**src/design/itr_pkg.sv**
```systemverilog
// itr_pkg: shared constants, register indexes and the pipeline control struct
// for the impedance tensor rotation core. No dependencies.
`timescale 1ns / 1ps
`default_nettype none

package itr_pkg;

    // Default datapath sizing
    localparam int DATA_WIDTH_DEF     = 32;
    localparam int COEF_FRAC_BITS_DEF = 14;

    // Tensor layout: four complex elements, real and imaginary interleaved
    localparam int TENSOR_ELEMS = 8;

    // Angle registers (signed Q2.14)
    localparam int ANGLE_WIDTH = 16;
    localparam logic signed [ANGLE_WIDTH-1:0] COS_RESET = 16'sd16384;
    localparam logic signed [ANGLE_WIDTH-1:0] SIN_RESET = 16'sd0;

    // Configuration register indexes
    localparam int CFG_IDX_WIDTH = 2;
    localparam logic [CFG_IDX_WIDTH-1:0] CFG_COS_ANGLE = 2'd0;
    localparam logic [CFG_IDX_WIDTH-1:0] CFG_SIN_ANGLE = 2'd1;

    // Per-stage load enables of the datapath pipeline
    typedef struct packed {
        logic en_a;    // pre-add stage
        logic en_b;    // product stage
        logic en_c;    // sum, round and clip stage
        logic en_out;  // output register
    } itr_ctl_t;

endpackage

`default_nettype wire

```
**src/design/itr_coef.sv**
```systemverilog
// itr_coef: angle registers and the derived rotation coefficients
// cos^2, sin^2 and sin*cos. Depends on itr_pkg.
`timescale 1ns / 1ps
`default_nettype none

module itr_coef
    import itr_pkg::*;
#(
    parameter int COEF_FRAC_BITS = COEF_FRAC_BITS_DEF,
    localparam int CW = 2 * ANGLE_WIDTH - COEF_FRAC_BITS
)(
    input  wire logic                            clk,
    input  wire logic                            rst_n,
    input  wire logic                            cfg_we,
    input  wire logic [CFG_IDX_WIDTH-1:0]        cfg_index,
    input  wire logic [ANGLE_WIDTH-1:0]          cfg_data,
    output logic signed [CW-1:0]                 ca2,
    output logic signed [CW-1:0]                 sa2,
    output logic signed [CW-1:0]                 casa
);

    localparam int PW = 2 * ANGLE_WIDTH + 1;
    localparam logic signed [PW-1:0] RND = PW'(1) << (COEF_FRAC_BITS - 1);

    // Round a product to nearest (ties upward) at elaboration time
    function automatic longint round_prod(input longint a, input longint b);
        longint p;
        p = a * b + (longint'(1) <<< (COEF_FRAC_BITS - 1));
        return p >>> COEF_FRAC_BITS;
    endfunction

    localparam logic signed [CW-1:0] CA2_RST  =
        CW'(round_prod(longint'(COS_RESET), longint'(COS_RESET)));
    localparam logic signed [CW-1:0] SA2_RST  =
        CW'(round_prod(longint'(SIN_RESET), longint'(SIN_RESET)));
    localparam logic signed [CW-1:0] CASA_RST =
        CW'(round_prod(longint'(SIN_RESET), longint'(COS_RESET)));

    logic signed [ANGLE_WIDTH-1:0] cos_reg, cos_next;
    logic signed [ANGLE_WIDTH-1:0] sin_reg, sin_next;
    logic signed [CW-1:0]          ca2_reg, ca2_next;
    logic signed [CW-1:0]          sa2_reg, sa2_next;
    logic signed [CW-1:0]          casa_reg, casa_next;
    logic signed [PW-1:0]          pcc, pss, psc;

    // Decode register writes; other indexes are dropped
    always_comb
    begin
        cos_next = cos_reg;
        sin_next = sin_reg;
        if (cfg_we)
        begin
            case (cfg_index)
                CFG_COS_ANGLE: cos_next = cfg_data;
                CFG_SIN_ANGLE: sin_next = cfg_data;
                default:       ;
            endcase
        end
    end

    // Form the coefficients from the held angle registers
    always_comb
    begin
        pcc       = PW'(cos_reg) * PW'(cos_reg) + RND;
        pss       = PW'(sin_reg) * PW'(sin_reg) + RND;
        psc       = PW'(sin_reg) * PW'(cos_reg) + RND;
        ca2_next  = CW'(pcc >>> COEF_FRAC_BITS);
        sa2_next  = CW'(pss >>> COEF_FRAC_BITS);
        casa_next = CW'(psc >>> COEF_FRAC_BITS);
    end

    always_ff @(posedge clk or negedge rst_n)
    begin
        if (!rst_n)
        begin
            cos_reg  <= COS_RESET;
            sin_reg  <= SIN_RESET;
            ca2_reg  <= CA2_RST;
            sa2_reg  <= SA2_RST;
            casa_reg <= CASA_RST;
        end
        else
        begin
            cos_reg  <= cos_next;
            sin_reg  <= sin_next;
            ca2_reg  <= ca2_next;
            sa2_reg  <= sa2_next;
            casa_reg <= casa_next;
        end
    end

    assign ca2  = ca2_reg;
    assign sa2  = sa2_reg;
    assign casa = casa_reg;

endmodule

`default_nettype wire

```
**config.mk**
```make
export PLATFORM = sky130hd
export DESIGN_NAME = itr_coef
export DESIGN_NICKNAME = d
export VERILOG_FILES = /design/src/design/itr_pkg.sv /design/src/design/itr_coef.sv
export SDC_FILE = /design/constraint.sdc
export NUM_CORES = 2
export LEC_CHECK = 0
export BUFFER_PORTS_ARGS = -buffer_cell sky130_fd_sc_hd__buf_4
export CAP_MARGIN = 20
export CORE_MARGIN = 1
export CORE_UTILIZATION = 45
export DETAILED_ROUTE_END_ITERATION = 6
export GPL_ROUTABILITY_DRIVEN = 0
export PLACE_DENSITY = 0.67
export SETUP_SLACK_MARGIN = 0.05
export SLEW_MARGIN = 20
export SYNTH_ARGS = -nofsm -noshare
export SYNTH_HDL_FRONTEND = slang
export SYNTH_SLANG_ARGS = --single-unit
```
**constraint.sdc**
```tcl
create_clock -name clk -period 14.2 [get_ports clk]
set_input_delay 1.42 -clock clk [delete_from_list [all_inputs] [get_ports clk]]
set_output_delay 1.42 -clock clk [all_outputs]
set_load 0.1 [all_outputs]
```
# Word level (Yosys, flattened, before mapping)
# Index checks and enable logic that the tools add are counted.
totals:
  register_bits: 86
  output_inout_bits: 54
classes:
  n_addsub: 3
  n_reduce_logical: 3
  n_mul: 3
  n_eq_ne: 1
ops:
  columns: ["cell", "n"]
  rows:
  - ["$add A32 B15 Y32 const B", 3]
  - ["$mul A16 B16 Y32", 3]
  - ["$reduce_and A2 Y1", 2]
  - ["$eq A2 B1 Y1 const B", 1]
  - ["$logic_not A2 Y1", 1]

# Depth between registers and ports, before layout
logic_depth:
  ltp_word: 2
  depth_mapped: 25

# Worst setup path before layout
# Ideal clock, no wire load.
synth_timing:
  kind: "reg-to-reg"
  startpoint: "register sin_reg[9]"
  endpoint: "register sa2_reg[17], in the netlist sa2[17]"
  path_stages_with_launch: 24
  period_less_slack_ps: 6377
  required_ps: 14120
  arrival_ps: 6297
  setup_ps: 80
  path_buffers: 2
  path_slack_ps: 7823
  cell_sequence: "dfrtp_1 clkbuf_1 clkbuf_1 nand2_1 fa_1 inv_1 fa_1 inv_1 fa_1 inv_1 fa_1 fa_1 inv_1 fa_1 inv_1 ha_1 a21oi_1 o21ai_0 a311o_1 a31o_1 a211o_2 a2111o_1 a31oi_1 xnor2_1"
synth_between:
  elab_chain_cells: 2
synth_rtl:
  columns: ["element", "line", "rtl"]
  rows:
  - ["from (decl)", "itr_coef.sv:40", "logic signed [ANGLE_WIDTH-1:0] sin_reg, sin_next;"]
  - ["from (signal assigned)", "itr_coef.sv:85", "sin_reg <= sin_next;"]
  - ["$mul A16 B16 Y32", "itr_coef.sv:65", "pss = PW'(sin_reg) * PW'(sin_reg) + RND;"]
  - ["$add A32 B15 Y32", "itr_coef.sv:65", null]
  - ["net pss[31]", "itr_coef.sv:44", "logic signed [PW-1:0] pcc, pss, psc;"]
  - ["to (signal assigned)", "itr_coef.sv:87", "sa2_reg <= sa2_next;"]
  - ["to (decl)", "itr_coef.sv:42", "logic signed [CW-1:0] sa2_reg, sa2_next;"]
# The timed path passes the listed nets, and every way through them passes these cells.
# A chain may end at the register's enable or synchronous reset.

# Worst setup path in the final report
layout_timing:
  startpoint: "register cos_reg[15]"
  endpoint: "register ca2_reg[15], in the netlist ca2[15]"
layout_between:
  elab_chain_cells: 2
layout_rtl:
  columns: ["element", "line", "rtl"]
  rows:
  - ["from (decl)", "itr_coef.sv:39", "logic signed [ANGLE_WIDTH-1:0] cos_reg, cos_next;"]
  - ["from (signal assigned)", "itr_coef.sv:84", "cos_reg <= cos_next;"]
  - ["$mul A16 B16 Y32", "itr_coef.sv:64", "pcc = PW'(cos_reg) * PW'(cos_reg) + RND;"]
  - ["$add A32 B15 Y32", "itr_coef.sv:64", null]
  - ["net pcc[29]", "itr_coef.sv:44", null]
  - ["to (signal assigned)", "itr_coef.sv:86", "ca2_reg <= ca2_next;"]
  - ["to (decl)", "itr_coef.sv:41", "logic signed [CW-1:0] ca2_reg, ca2_next;"]
# The timed path passes the listed nets, and every way through them passes these cells.

==> summary.txt <==
Status
  – Status: finished clean

Hold path
  – WHS Path Cells: 1
  – Hold WC Path Type: reg2reg

Routing
  – Drt drc: 0
  – Wirelength per Cell: 15.6 µm
  – First-iteration detailed-routing DRC count: 868
  – Metal2 WL: 31600 µm
  – Post-Route WL: 61100 µm
  – Met3 WL: 2750 µm
  – Detail Route Antenna Nets: 0
  – Max Used Layer: met4
  – Vias per cell: 4.92
  – Pre-Repair DR Iteration Count: 5
  – M1 wire length: 25700 µm
  – DR vias: 19216

Timing
  – Setup Skew: 0.0113 ns
  – Final TNS setup: 0 ns
  – Final Setup Violations: 0
  – Unrepaired setup endpoints after global routing: no
  – Worst Tran Pin Value: 1.06 ns
  – Fin. max-slew vios: 0
  – Max transition margin: 0.286
  – Fmax: 134 MHz
  – Hold Vio Cnt, Final: 0
  – Final period util: 0.526
  – Fin crit period: 7.47 ns

Setup path
  – Reg2Reg Depth: 18
  – Reg2reg setup slack: 6.73 ns
  – Crit path max-delay cell type: fa_1
  – Worst Setup Start Kind: flip-flop
  – Crit path max fanout: 29
  – Buf/Inv on CP: 3
  – Most used cell, CP: fa_1
  – Top Family by Delay on Critical Path: adder cells
  – Crit path depth: 18
  – Nature of the critical path endpoint: flip-flop
  – Worst Path Required: 14.49 ns
  – CP peak stage delay: 0.95 ns
  – CP Class: reg2reg
  – Arrival @ worst endpoint: 7.76 ns
  – Worst-path cell chain: clkinv_1 -> nor2_1 -> fa_1 -> fa_1 -> fa_1 -> fa_1 -> fa_1 -> inv_1 -> fa_1 -> inv_1 -> ha_1 -> and3_1 -> and3_1 -> and4b_1 -> o31ai_2 -> o21ai_2 -> and3_1 -> a2111o_1

Layout
  – Area occupied by multi-input gates: 23100 µm²
  – NumNets Final: 4061
  – Reg area: 2160 µm²
  – Commonest cells after routing, fill and taps aside: inv_1 (919), fa_1 (731), nand2_1 (291)
  – Area Overhead vs Synth: 6.19%
  – Layout cells sized above 1: 0.0572
  – Most common cell after layout, fill and taps aside: inv_1
  – # fillers: 6013
  – # diodes: 0

Clock tree
  – Sink Count: 86
  – CTS HTree Levels: 3
  – CTS tree: done
  – Inserted Clock Buffers: 9
  – CTS root buffer: clkbuf_16
  – Maximum clock insertion buffer count: 2
  – Clock slew at the register clock pins of the worst setup and hold paths: 0.08 ns
  – Post-CTS Hold Fix Bufs: 0
  – Post-CTS Setup Inserts: 0
  – Clock network latency to the later pin of the worst-skew pair: 0.40 ns
  – CTS resizes: 0

GRT
  – Initial antenna violation count: 0
  – Pin count of the biggest net entering global routing: 69
  – Tot GR Track Use: 0.199
  – First-pass GRT wire length: 103000 µm
  – Total congestion overflow: 0
  – Number of global-route vias before repair: 20642

Synth
  – Ys Warns: 0
  – Seq cells post-synth: 86
  – Most used DFF post-synth: dfrtp_1
  – Yosys cell types: 59
  – Syn_area_per_cell: 9.56 µm²
  – Number of synthesized flops with an enable pin: 0
  – Syn Nets: 4051
  – Seq/Total Area, Yosys: 0.0740
  – Asr flop ratio synth: 1.00
  – Synth Cell Area: 29100 µm²
  – Mapped Cells: 3046

Placement
  – Dpl hpwl: 48000 µm
  – Port Buf Inserts: 74

Run
  – Max-Cap Viols: 0

Floorplanning
  – Die X: 256 µm
  – Num ports: 75
  – Rows: 92
  – Die area: 65700 µm²
  – Starting Density: 0.458
  – Die span in y: 256 µm
  – Core area: 63500 µm²
-- layer usage --
metal	up-vias	track usage
met3	63	0.0233
met1	10028	0.266
met4	0	0.0497
met2	383	0.344
li1	8742	-
met5	-	0
-- metrics by stage --
step           setup slack [ns]   util  cells  area [µm²]  hold slack, ns
3_5_place_dp               6.81  0.481   3890       30600           0.791
3_3_place_gp               6.87  0.481   3890       30600           0.785
5_1_grt                    6.43  0.486   3907       30900           0.846
4_1_cts                    6.71  0.486   3906       30900           0.812
2_1_floorplan              7.82      -   3046       29100           0.575
6_report                   6.73  0.486   3907       30900           0.814
-- area by class of cell --
class / count / area share
clock buffer: 10 / 0.00741
multi-input combinational: 1924 / 0.746
inverter: 926 / 0.112
sequential: 86 / 0.0698
timing repair buffer: 109 / 0.0267
clock inverter: 6 / 0.00304
tap: 846 / 0.0342
-- final timing paths --
kind	startpoint	end
worst max register to register	cos_reg[15]	ca2[15]
worst min register to register	cos_reg[9]	cos_reg[9]
worst max-delay path	cos_reg[15]	ca2[15]
max in group asynchronous	rst_n	sin_reg[9]
min in group asynchronous	rst_n	ca2[17]
worst min-delay path	cos_reg[9]	cos_reg[9]
-- kinds of logic (layout without fill, tap and decap cells) --
group | after synthesis | after routing | synth area share
adders and majority gates | 984 | 984 | 0.612
DFF | 86 | 86 | 0.0740
xor gates and xnor gates | 100 | 100 | 0.0301
AOI/OAI and AO/OA | 161 | 161 | 0.0368
muxes | 25 | 25 | 0.00959
buffers and inverters | 1036 | 1051 | 0.134
and+or+nand+nor | 654 | 654 | 0.104
-- synth_stat cells, types with 6 or more instances --
cell | instances | area [µm²]
inv_1 | 919 | 3450
fa_1 | 731 | 14600
nand2_1 | 291 | 1090
ha_1 | 253 | 3170
and2_1 | 159 | 995
nor2_1 | 122 | 458
clkbuf_1 | 108 | 405
dfrtp_1 | 84 | 2100
xnor2_1 | 77 | 674
a21oi_1 | 43 | 215
o21ai_0 | 38 | 190
mux2_2 | 23 | 259
xor2_1 | 23 | 201
a21o_1 | 18 | 135
and3_1 | 12 | 75.1
nand2b_1 | 12 | 75.1
nand3_1 | 12 | 60.1
nor3_1 | 12 | 60.1
a31o_2 | 11 | 96.3
nand4_1 | 9 | 56.3
clkinv_1 | 7 | 26.3
a211oi_1 | 6 | 45.0
nor2b_1 | 6 | 37.5
o21a_1 | 6 | 45.0
Power is left out: the tool's default activity adds up to more than one toggle a clock period on the data nets, which glitch-free logic cannot reach.
