`config.mk`:
```
export PLATFORM = sky130hd
export DESIGN_NAME = itr_merge
export DESIGN_NICKNAME = d
export VERILOG_FILES = /design/src/design/itr_pkg.sv /design/src/design/itr_merge.sv
export SDC_FILE = /design/constraint.sdc
export NUM_CORES = 1
export LEC_CHECK = 0
export ABC_AREA = 1
export ABC_CLOCK_PERIOD_IN_PS = 800
export BUFFER_PORTS_ARGS = -buffer_cell sky130_fd_sc_hd__clkbuf_2
export CAP_MARGIN = 20
export CORE_AREA = 8 8 199 201
export DETAILED_ROUTE_END_ITERATION = 6
export DIE_AREA = 0 0 207 209
export SYNTH_ARGS = -nofsm -noshare
export SYNTH_HDL_FRONTEND = slang
export SYNTH_SLANG_ARGS = --single-unit
export TNS_END_PERCENT = 30
```
`constraint.sdc`:
```
create_clock -name clk -period 0.8 [get_ports clk]
set_input_delay 0.16 -clock clk [delete_from_list [all_inputs] [get_ports clk]]
set_output_delay 0.16 -clock clk [all_outputs]
set_load 0.01 [all_outputs]
```
`src/design/itr_pkg.sv`:
```
// itr_pkg: shared constants, register indexes and the pipeline control struct
// for the impedance tensor rotation core. No dependencies.
`timescale 1ns / 1ps
`default_nettype none

package itr_pkg;

    // Default datapath sizing
    localparam int DATA_WIDTH_DEF     = 32;
    localparam int COEF_FRAC_BITS_DEF = 14;

    // Tensor layout: four complex elements, real and imaginary interleaved
    localparam int TENSOR_ELEMS = 8;

    // Angle registers (signed Q2.14)
    localparam int ANGLE_WIDTH = 16;
    localparam logic signed [ANGLE_WIDTH-1:0] COS_RESET = 16'sd16384;
    localparam logic signed [ANGLE_WIDTH-1:0] SIN_RESET = 16'sd0;

    // Configuration register indexes
    localparam int CFG_IDX_WIDTH = 2;
    localparam logic [CFG_IDX_WIDTH-1:0] CFG_COS_ANGLE = 2'd0;
    localparam logic [CFG_IDX_WIDTH-1:0] CFG_SIN_ANGLE = 2'd1;

    // Per-stage load enables of the datapath pipeline
    typedef struct packed {
        logic en_a;    // pre-add stage
        logic en_b;    // product stage
        logic en_c;    // sum, round and clip stage
        logic en_out;  // output register
    } itr_ctl_t;

endpackage

`default_nettype wire

```
`src/design/itr_merge.sv`:
```
// itr_merge: output register that interleaves the real and imaginary lane
// results and combines their saturation flags. Depends on itr_pkg.
`timescale 1ns / 1ps
`default_nettype none

module itr_merge
    import itr_pkg::*;
#(
    parameter int DATA_WIDTH = DATA_WIDTH_DEF
)(
    input  wire logic                                clk,
    input  wire itr_ctl_t                            ctl,
    input  wire logic [4*DATA_WIDTH-1:0]             res_re,
    input  wire logic [4*DATA_WIDTH-1:0]             res_im,
    input  wire logic [3:0]                          sat_re,
    input  wire logic [3:0]                          sat_im,
    output logic [TENSOR_ELEMS*DATA_WIDTH-1:0]       tdata,
    output logic                                     saturated
);

    logic [TENSOR_ELEMS*DATA_WIDTH-1:0] tdata_reg, tdata_next;
    logic                               sat_reg, sat_next;

    // Interleave: element i real at slot 2i, imaginary at slot 2i+1
    always_comb
    begin
        tdata_next = '0;
        for (int i = 0; i < 4; i++)
        begin
            tdata_next[(2*i)*DATA_WIDTH +: DATA_WIDTH]   = res_re[i*DATA_WIDTH +: DATA_WIDTH];
            tdata_next[(2*i+1)*DATA_WIDTH +: DATA_WIDTH] = res_im[i*DATA_WIDTH +: DATA_WIDTH];
        end
        sat_next = (|sat_re) | (|sat_im);
    end

    always_ff @(posedge clk)
    begin
        if (ctl.en_out)
        begin
            tdata_reg <= tdata_next;
            sat_reg   <= sat_next;
        end
    end

    assign tdata     = tdata_reg;
    assign saturated = sat_reg;

endmodule

`default_nettype wire

```
# After elaboration in Yosys (flattened, before gate mapping)
# Index checks and enable logic that the tools add are counted.
# totals
latch_bits	0
romBits	0
regBits	257
ramBits	0
inputBits	269
wordCells	5
memories	0
output_inout_bits	257
# classes
n_bitwise	1
muxes	0
mul	0
n_lt_le_gt_ge	0
reduce_logical	2
addsub	0
n_shift	0
div	0
eq_ne	0
# ops
operator	n
4-bit OR reduction	2
1-bit bitwise OR	1

# Logic depth before layout (Yosys ltp)
# Gate-level depths: netlist of the first run.
# logic_depth
depth_word	2
mapped_depth	4

# Least setup slack after synthesis of the first run
# No wires, ideal clock.
# synth_timing
path_kind	input -> register
start	input sat_im[0]
end	register sat_reg (netlist: saturated), data pin
path_slack_ns	0.184
setup_time_ns	0.254
n_path_buf	0
cell_stages	4
arrival_time_ns	0.362
cell_sequence	inv_1 -> nand2_1 -> nor2_1 -> nand2_1
# synth_between
elab_chain_cells	2
# synth_lines
element	line	source
from (decl)	itr_merge.sv:16	input wire logic [3:0] sat_im,
4-bit OR reduction	itr_merge.sv:33	sat_next = (|sat_re) | (|sat_im);
1-bit bitwise OR	itr_merge.sv:33	
named net sat_next	itr_merge.sv:22	logic sat_reg, sat_next;
to (signal assigned)	itr_merge.sv:41	sat_reg <= sat_next;
to (decl)	itr_merge.sv:22	
# The timed path passes the listed nets, and every way through them passes these cells.
# A chain may end at the register's enable or synchronous reset.

# Final worst setup path of the first run
# layout_timing
start	register tdata_reg[96] (netlist: tdata[96])
end	output tdata[96]
# layout_lines
element	line	source
from (decl)	itr_merge.sv:21	logic [TENSOR_ELEMS*DATA_WIDTH-1:0] tdata_reg, tdata_next;
from (signal assigned)	itr_merge.sv:40	tdata_reg <= tdata_next;
to (decl)	itr_merge.sv:17	output logic [TENSOR_ELEMS*DATA_WIDTH-1:0] tdata,
# No word-level cell between the ends.

==> results.cfg, run 1 <==
[drt]
drc_errors = 0
via_per_inst = 3.80
drtIter0Drc = 229
drt-pass1-iter-count = 4
dr_total_vias = 6106
drt-total-wl_mm = 29.8
antenna_left = 0
avgRoutedWirePerCell_um = 18.5

[sta]
maxSlewViolCount = 0
hold_violations = 0
setup_viol = 258
tns_ps = -104180
tightest_slew_ps = 183
slew_headroom_pct = 87.8
grt_setup_unrepaired = true
setup_ws_ps = -472
timing.final.crit_share_pct = 159
min_period_ps = 1270
whs_ps = 41.8
fmax_mhz = 786

[clock_network]
h-tree-depth = 1
cts_buffers = 26
cts.sinks = 257
clockRootBuffer = clkbuf_16
cts_buffer_depth = 3
path_clk_slew_ps = 60
post_cts_buffers = 0
cts_tree = yes

[outcome]
status = finished, violations left
violations = negative setup slack

[yosys]
synth_top_area_cell = edfxtp_1
synth_ff_type = edfxtp_1
synth_warnings = 0
synth_area_um2 = 7770
syn_avg_cell_area_um2 = 28.6
yosysMostFrequentCell = edfxtp_1
synth.area.top_cells = edfxtp_1 (99%), inv_1 (0.39%), nand2_1 (0.24%), nor2_1 (0.097%)
seq_area_frac_synth_pct = 99.3
synth_cell_types = 4
synthArstFlopShare_pct = 0
yosys-top-cells-count = edfxtp_1 (257), inv_1 (8), nand2_1 (5)
synth_edf_count = 257
synth.top_cell.area_share_pct = 99.3
ys_ff_latch = 257
syn_inst = 272
syn_nets = 541

[floorplan]
core-area_um2 = 36300
die_w_um = 207
fp.dieArea_um2 = 43300
row_count = 70
die_h_um = 209
start_util_pct = 21.4
io-pin-count = 526

[worst_setup_path]
cp_top_family = flip-flops
cp_data_required_time_ps = 640
critical_path_buf_inv_count = 1
path_max_fanout = 1
worstSetupStartpointType = flop
critPathArrivalTime_ps = 1110
critPathCaptureType = output port
slowest_delay_ps = 420
crit_chain = clkbuf_2
slowest_stage = edfxtp_1
criticalPathCategory = reg2out

[global_routing]
grt_pass1_wl_mm = 43.7
grt_max_degree = 25
gr-total-overflow = 0
grt_usage_pct = 13.1
antenna_found_initial = 3
first_global_vias = 7093

[placement]
port_buffers = 522
gp_congestion = 0.783
dp_slack_ps = -150
detailed_place_hpwl_mm = 21.3

[power_and_ir_drop]
internal-power_mw = 25.5
p_per_area_nw_per_um2 = 2190
p_leak_nw = 6.47
pwr-share-clk_pct = 37.6
switching_share_pct = 21.8
p_seq_share_pct = 50.1
comb_power_share_pct = 12.3
netSwitchingPower_mw = 7.12
ir_drop_v = 0.00176
power_mw = 32.7

[layout]
nFillCells = 3248
layout-drive-gt1-share_pct = 51.8
final_nets = 1388
final_util_pct = 41.1
largest_reg_flops = 256
area_growth_pct = 91.5

[flow_run]
maxCapViolCount = 0

[hold_path]
hold_class = in2reg
repair_timing:
item | 4_1_cts | 5_1_grt
pin swaps | 0 | 1
setup endpoints to repair | 257 | 258
gates cloned | 0 | 0
hold buffers | 266 | 0
endpoints found under the hold margin | 260 | 0
gates resized for setup | 8 | 42
power by group through the flow:
| stage | clock (mW) | sequential, mW | combinational [mW] |
|---|---|---|---|
| floorplan | 0 | 17.2 | 0.0125 |
| global placement | 0 | 16.6 | 2.88 |
| detailed placement | 0 | 16.6 | 2.90 |
| CTS | 12.6 | 16.3 | 3.98 |
| global route | 13.2 | 16.5 | 4.28 |
| finish | 12.3 | 16.4 | 4.03 |
kinds of logic (layout without fill, tap and decap cells):
family | count (synthesis) | in the layout | synth area share (%)
flops | 257 | 257 | 99.3
buf+inv | 8 | 872 | 0.386
simple gates | 7 | 7 | 0.338
other cells | 0 | 3 | 0
final cells by class:
type                       instances  area (um^2)  share of cell area [%]
clock buffer                      29          683                    4.59
timing repair buffer             819         5660                    38.0
multi-input combinational          7         26.3                   0.176
tap                              468          586                    3.93
sequential                       257         7720                    51.8
clock inverter                    16          178                    1.19
inverter                           8         30.0                   0.202
antenna                            3         7.51                  0.0504
layout by cell type, fill, tap and decap left out, drive strengths merged:
master and count:
clkinv 10, clkbuf 522, bufinv 4, nor2 2, dlygate4sd3 266, inv 10
buf 60, edfxtp 257, nand2 5, diode 3
per-stage QoR:
step	cell area, um^2	instances
final	14900	1607
after global routing	14900	1606
after CTS	14800	1604
after detailed placement	11300	1293
after global placement	11300	1293
after floorplan	7770	272
path summary, 6_finish.rpt:
check                     start         to  slack, ps  depth (start not counted)
worst max-delay path  tdata[96]  tdata[96]       -470                          1
worst min-delay path  sat_im[0]  saturated         40                          5
per-layer routing:
layer | wire length (um) | GRT usage (%) | up-vias
met5 | 0 | 0 | -
met4 | 783 | 4.09 | 0
met3 | 3140 | 6.03 | 57
met2 | 14700 | 22.9 | 383
met1 | 11100 | 14.0 | 2872
li1 | - | - | 2794
No activity file was read; power rests on OpenSTA's default activity.
==> run 2: changes to the inputs <==
--- a/config.mk
+++ b/config.mk
@@ -12,6 +12,7 @@
 export CORE_AREA = 8 8 199 201
 export DETAILED_ROUTE_END_ITERATION = 6
 export DIE_AREA = 0 0 207 209
+export SETUP_SLACK_MARGIN = 0.4
 export SYNTH_ARGS = -nofsm -noshare
 export SYNTH_HDL_FRONTEND = slang
 export SYNTH_SLANG_ARGS = --single-unit
==> results.cfg, run 2 (synthesis gave the netlist of run 1 again) <==
[drt]
avgRoutedWirePerCell_um = 18.8
drc_errors = 0
via_per_inst = 3.70
drt-pass1-iter-count = 4
drt-total-wl_mm = 25.3
antenna_left = 0
drtIter0Drc = 206
dr_total_vias = 4967

[worst_setup_path]
crit_cells = 1
criticalPathCategory = reg2out
slowest_delay_ps = 460
cp_top_family = flip-flops
critPathArrivalTime_ps = 1170
crit_chain = clkbuf_2
worstSetupStartpointType = flop
critical_path_buf_inv_count = 1
critPathCaptureType = output port
slowest_stage = edfxtp_1
path_max_fanout = 1
cp_data_required_time_ps = 640

[placement]
dp_slack_ps = -173
detailed_place_hpwl_mm = 21.2
port_buffers = 522
gp_congestion = 0.818

[layout]
seqCellArea_um2 = 7720
num_antenna_cells = 0
final_cell_mix = clkbuf_2 (494), edfxtp_1 (257), buf_4 (28), clkbuf_16 (27), buf_2 (22)
final_nets = 1126
layout-drive-gt1-share_pct = 68.0
final_common_cell = clkbuf_2
nFillCells = 3595
area_growth_pct = 56.3
largest_reg_flops = 256
multi_input_area_um2 = 28.8

[global_routing]
grt_max_degree = 23
antenna_found_initial = 0
use_met3_pct = 5.85
met2_usage_pct = 19.3
first_global_vias = 5707
grt_pass1_wl_mm = 36.5
grt-busiest-layer = met2
gr-total-overflow = 0
grt_use_met1_pct = 11.4
grt_usage_pct = 11.0

[clock_network]
cts_buffers = 26
clockRootBuffer = clkbuf_16
path_clk_slew_ps = 60
cts.sinks = 257
h-tree-depth = 1
cts_buffer_depth = 3
cts_tree = yes
post_cts_buffers = 0

[hold_path]
hold_class = in2reg
hold_depth = 1

[outcome]
status = finished, violations left
violations = negative hold slack, negative setup slack

[floorplan]
die_h_um = 209
die_w_um = 207
io-pin-count = 526
start_util_pct = 21.4
core-area_um2 = 36300
row_count = 70
fp.dieArea_um2 = 43300

[sta]
whs_ps = -202
timing.final.crit_share_pct = 166
hold_violations = 257
fmax_mhz = 752
setup_viol = 257
setup_ws_ps = -530
slew_headroom_pct = 87.4
grt_setup_unrepaired = true
tightest_slew_ps = 189
maxSlewViolCount = 0
min_period_ps = 1330

[flow_run]
maxCapViolCount = 0

[power_and_ir_drop]
p_leak_nw = 5.32
p_per_area_nw_per_um2 = 2500
ir_drop_v = 0.00208
## run 2: cell types whose count changed in the layout (fill, tap and decap cells not counted), sizes merged
cell and delta:
dlygate4sd3 -266, clkbuf +9, bufinv -3, diode -3
buf +2, clkinv -2, clkinvlp +2, inv -2
## run 2: metrics by stage
stage / area [um^2] / cells / utilization [%] / power, mW / setup TNS [ps]
after floorplan: 7790 / 272 / - / 17.2 / 0
after global placement: 11300 / 1297 / 31.2 / 19.5 / -27330
after detailed placement: 11300 / 1297 / 31.2 / 19.6 / -28330
after CTS: 12100 / 1344 / 33.4 / 31.0 / -114300
after global routing: 12200 / 1344 / 33.5 / 31.6 / -117820
final: 12200 / 1344 / 33.5 / 30.4 / -102360
## run 2: power breakdown
part / switching [mW] / total (mW) / internal, mW
logic: 1.58 / 2.86 / 1.28
clock network: 4.74 / 11.2 / 6.48
registers: 0.334 / 16.3 / 16.0
## run 2: per-layer routing
layer  vias up  part of all wire, %
met5         -                    0
met4         0                  2.2
met3        29                   12
met2       313                   50
met1      2363                   36
li1       2262                    -
## run 2: cell type report
type | instances | area share [%]
Clock buffer | 36 | 5.84
Multi-Input combinational cell | 7 | 0.237
Inverter | 8 | 0.350
Tap cell | 468 | 4.82
Clock inverter | 11 | 0.649
Timing Repair Buffer | 557 | 24.6
Sequential cell | 257 | 63.5
## run 2: path summary, 6_finish.rpt
| path | slack, ps | end | from |
|---|---|---|---|
| min | -200 | tdata[93] | res_re[61] |
| max | -530 | tdata[100] | tdata[100] |
## run 2: timing repair
action / 4_1_cts / 5_1_grt
gates resized for setup: 3 / 37
cloned: 0 / 0
setup endpoints to repair: 268 / 269
endpoints found under the hold margin: 259 / 257
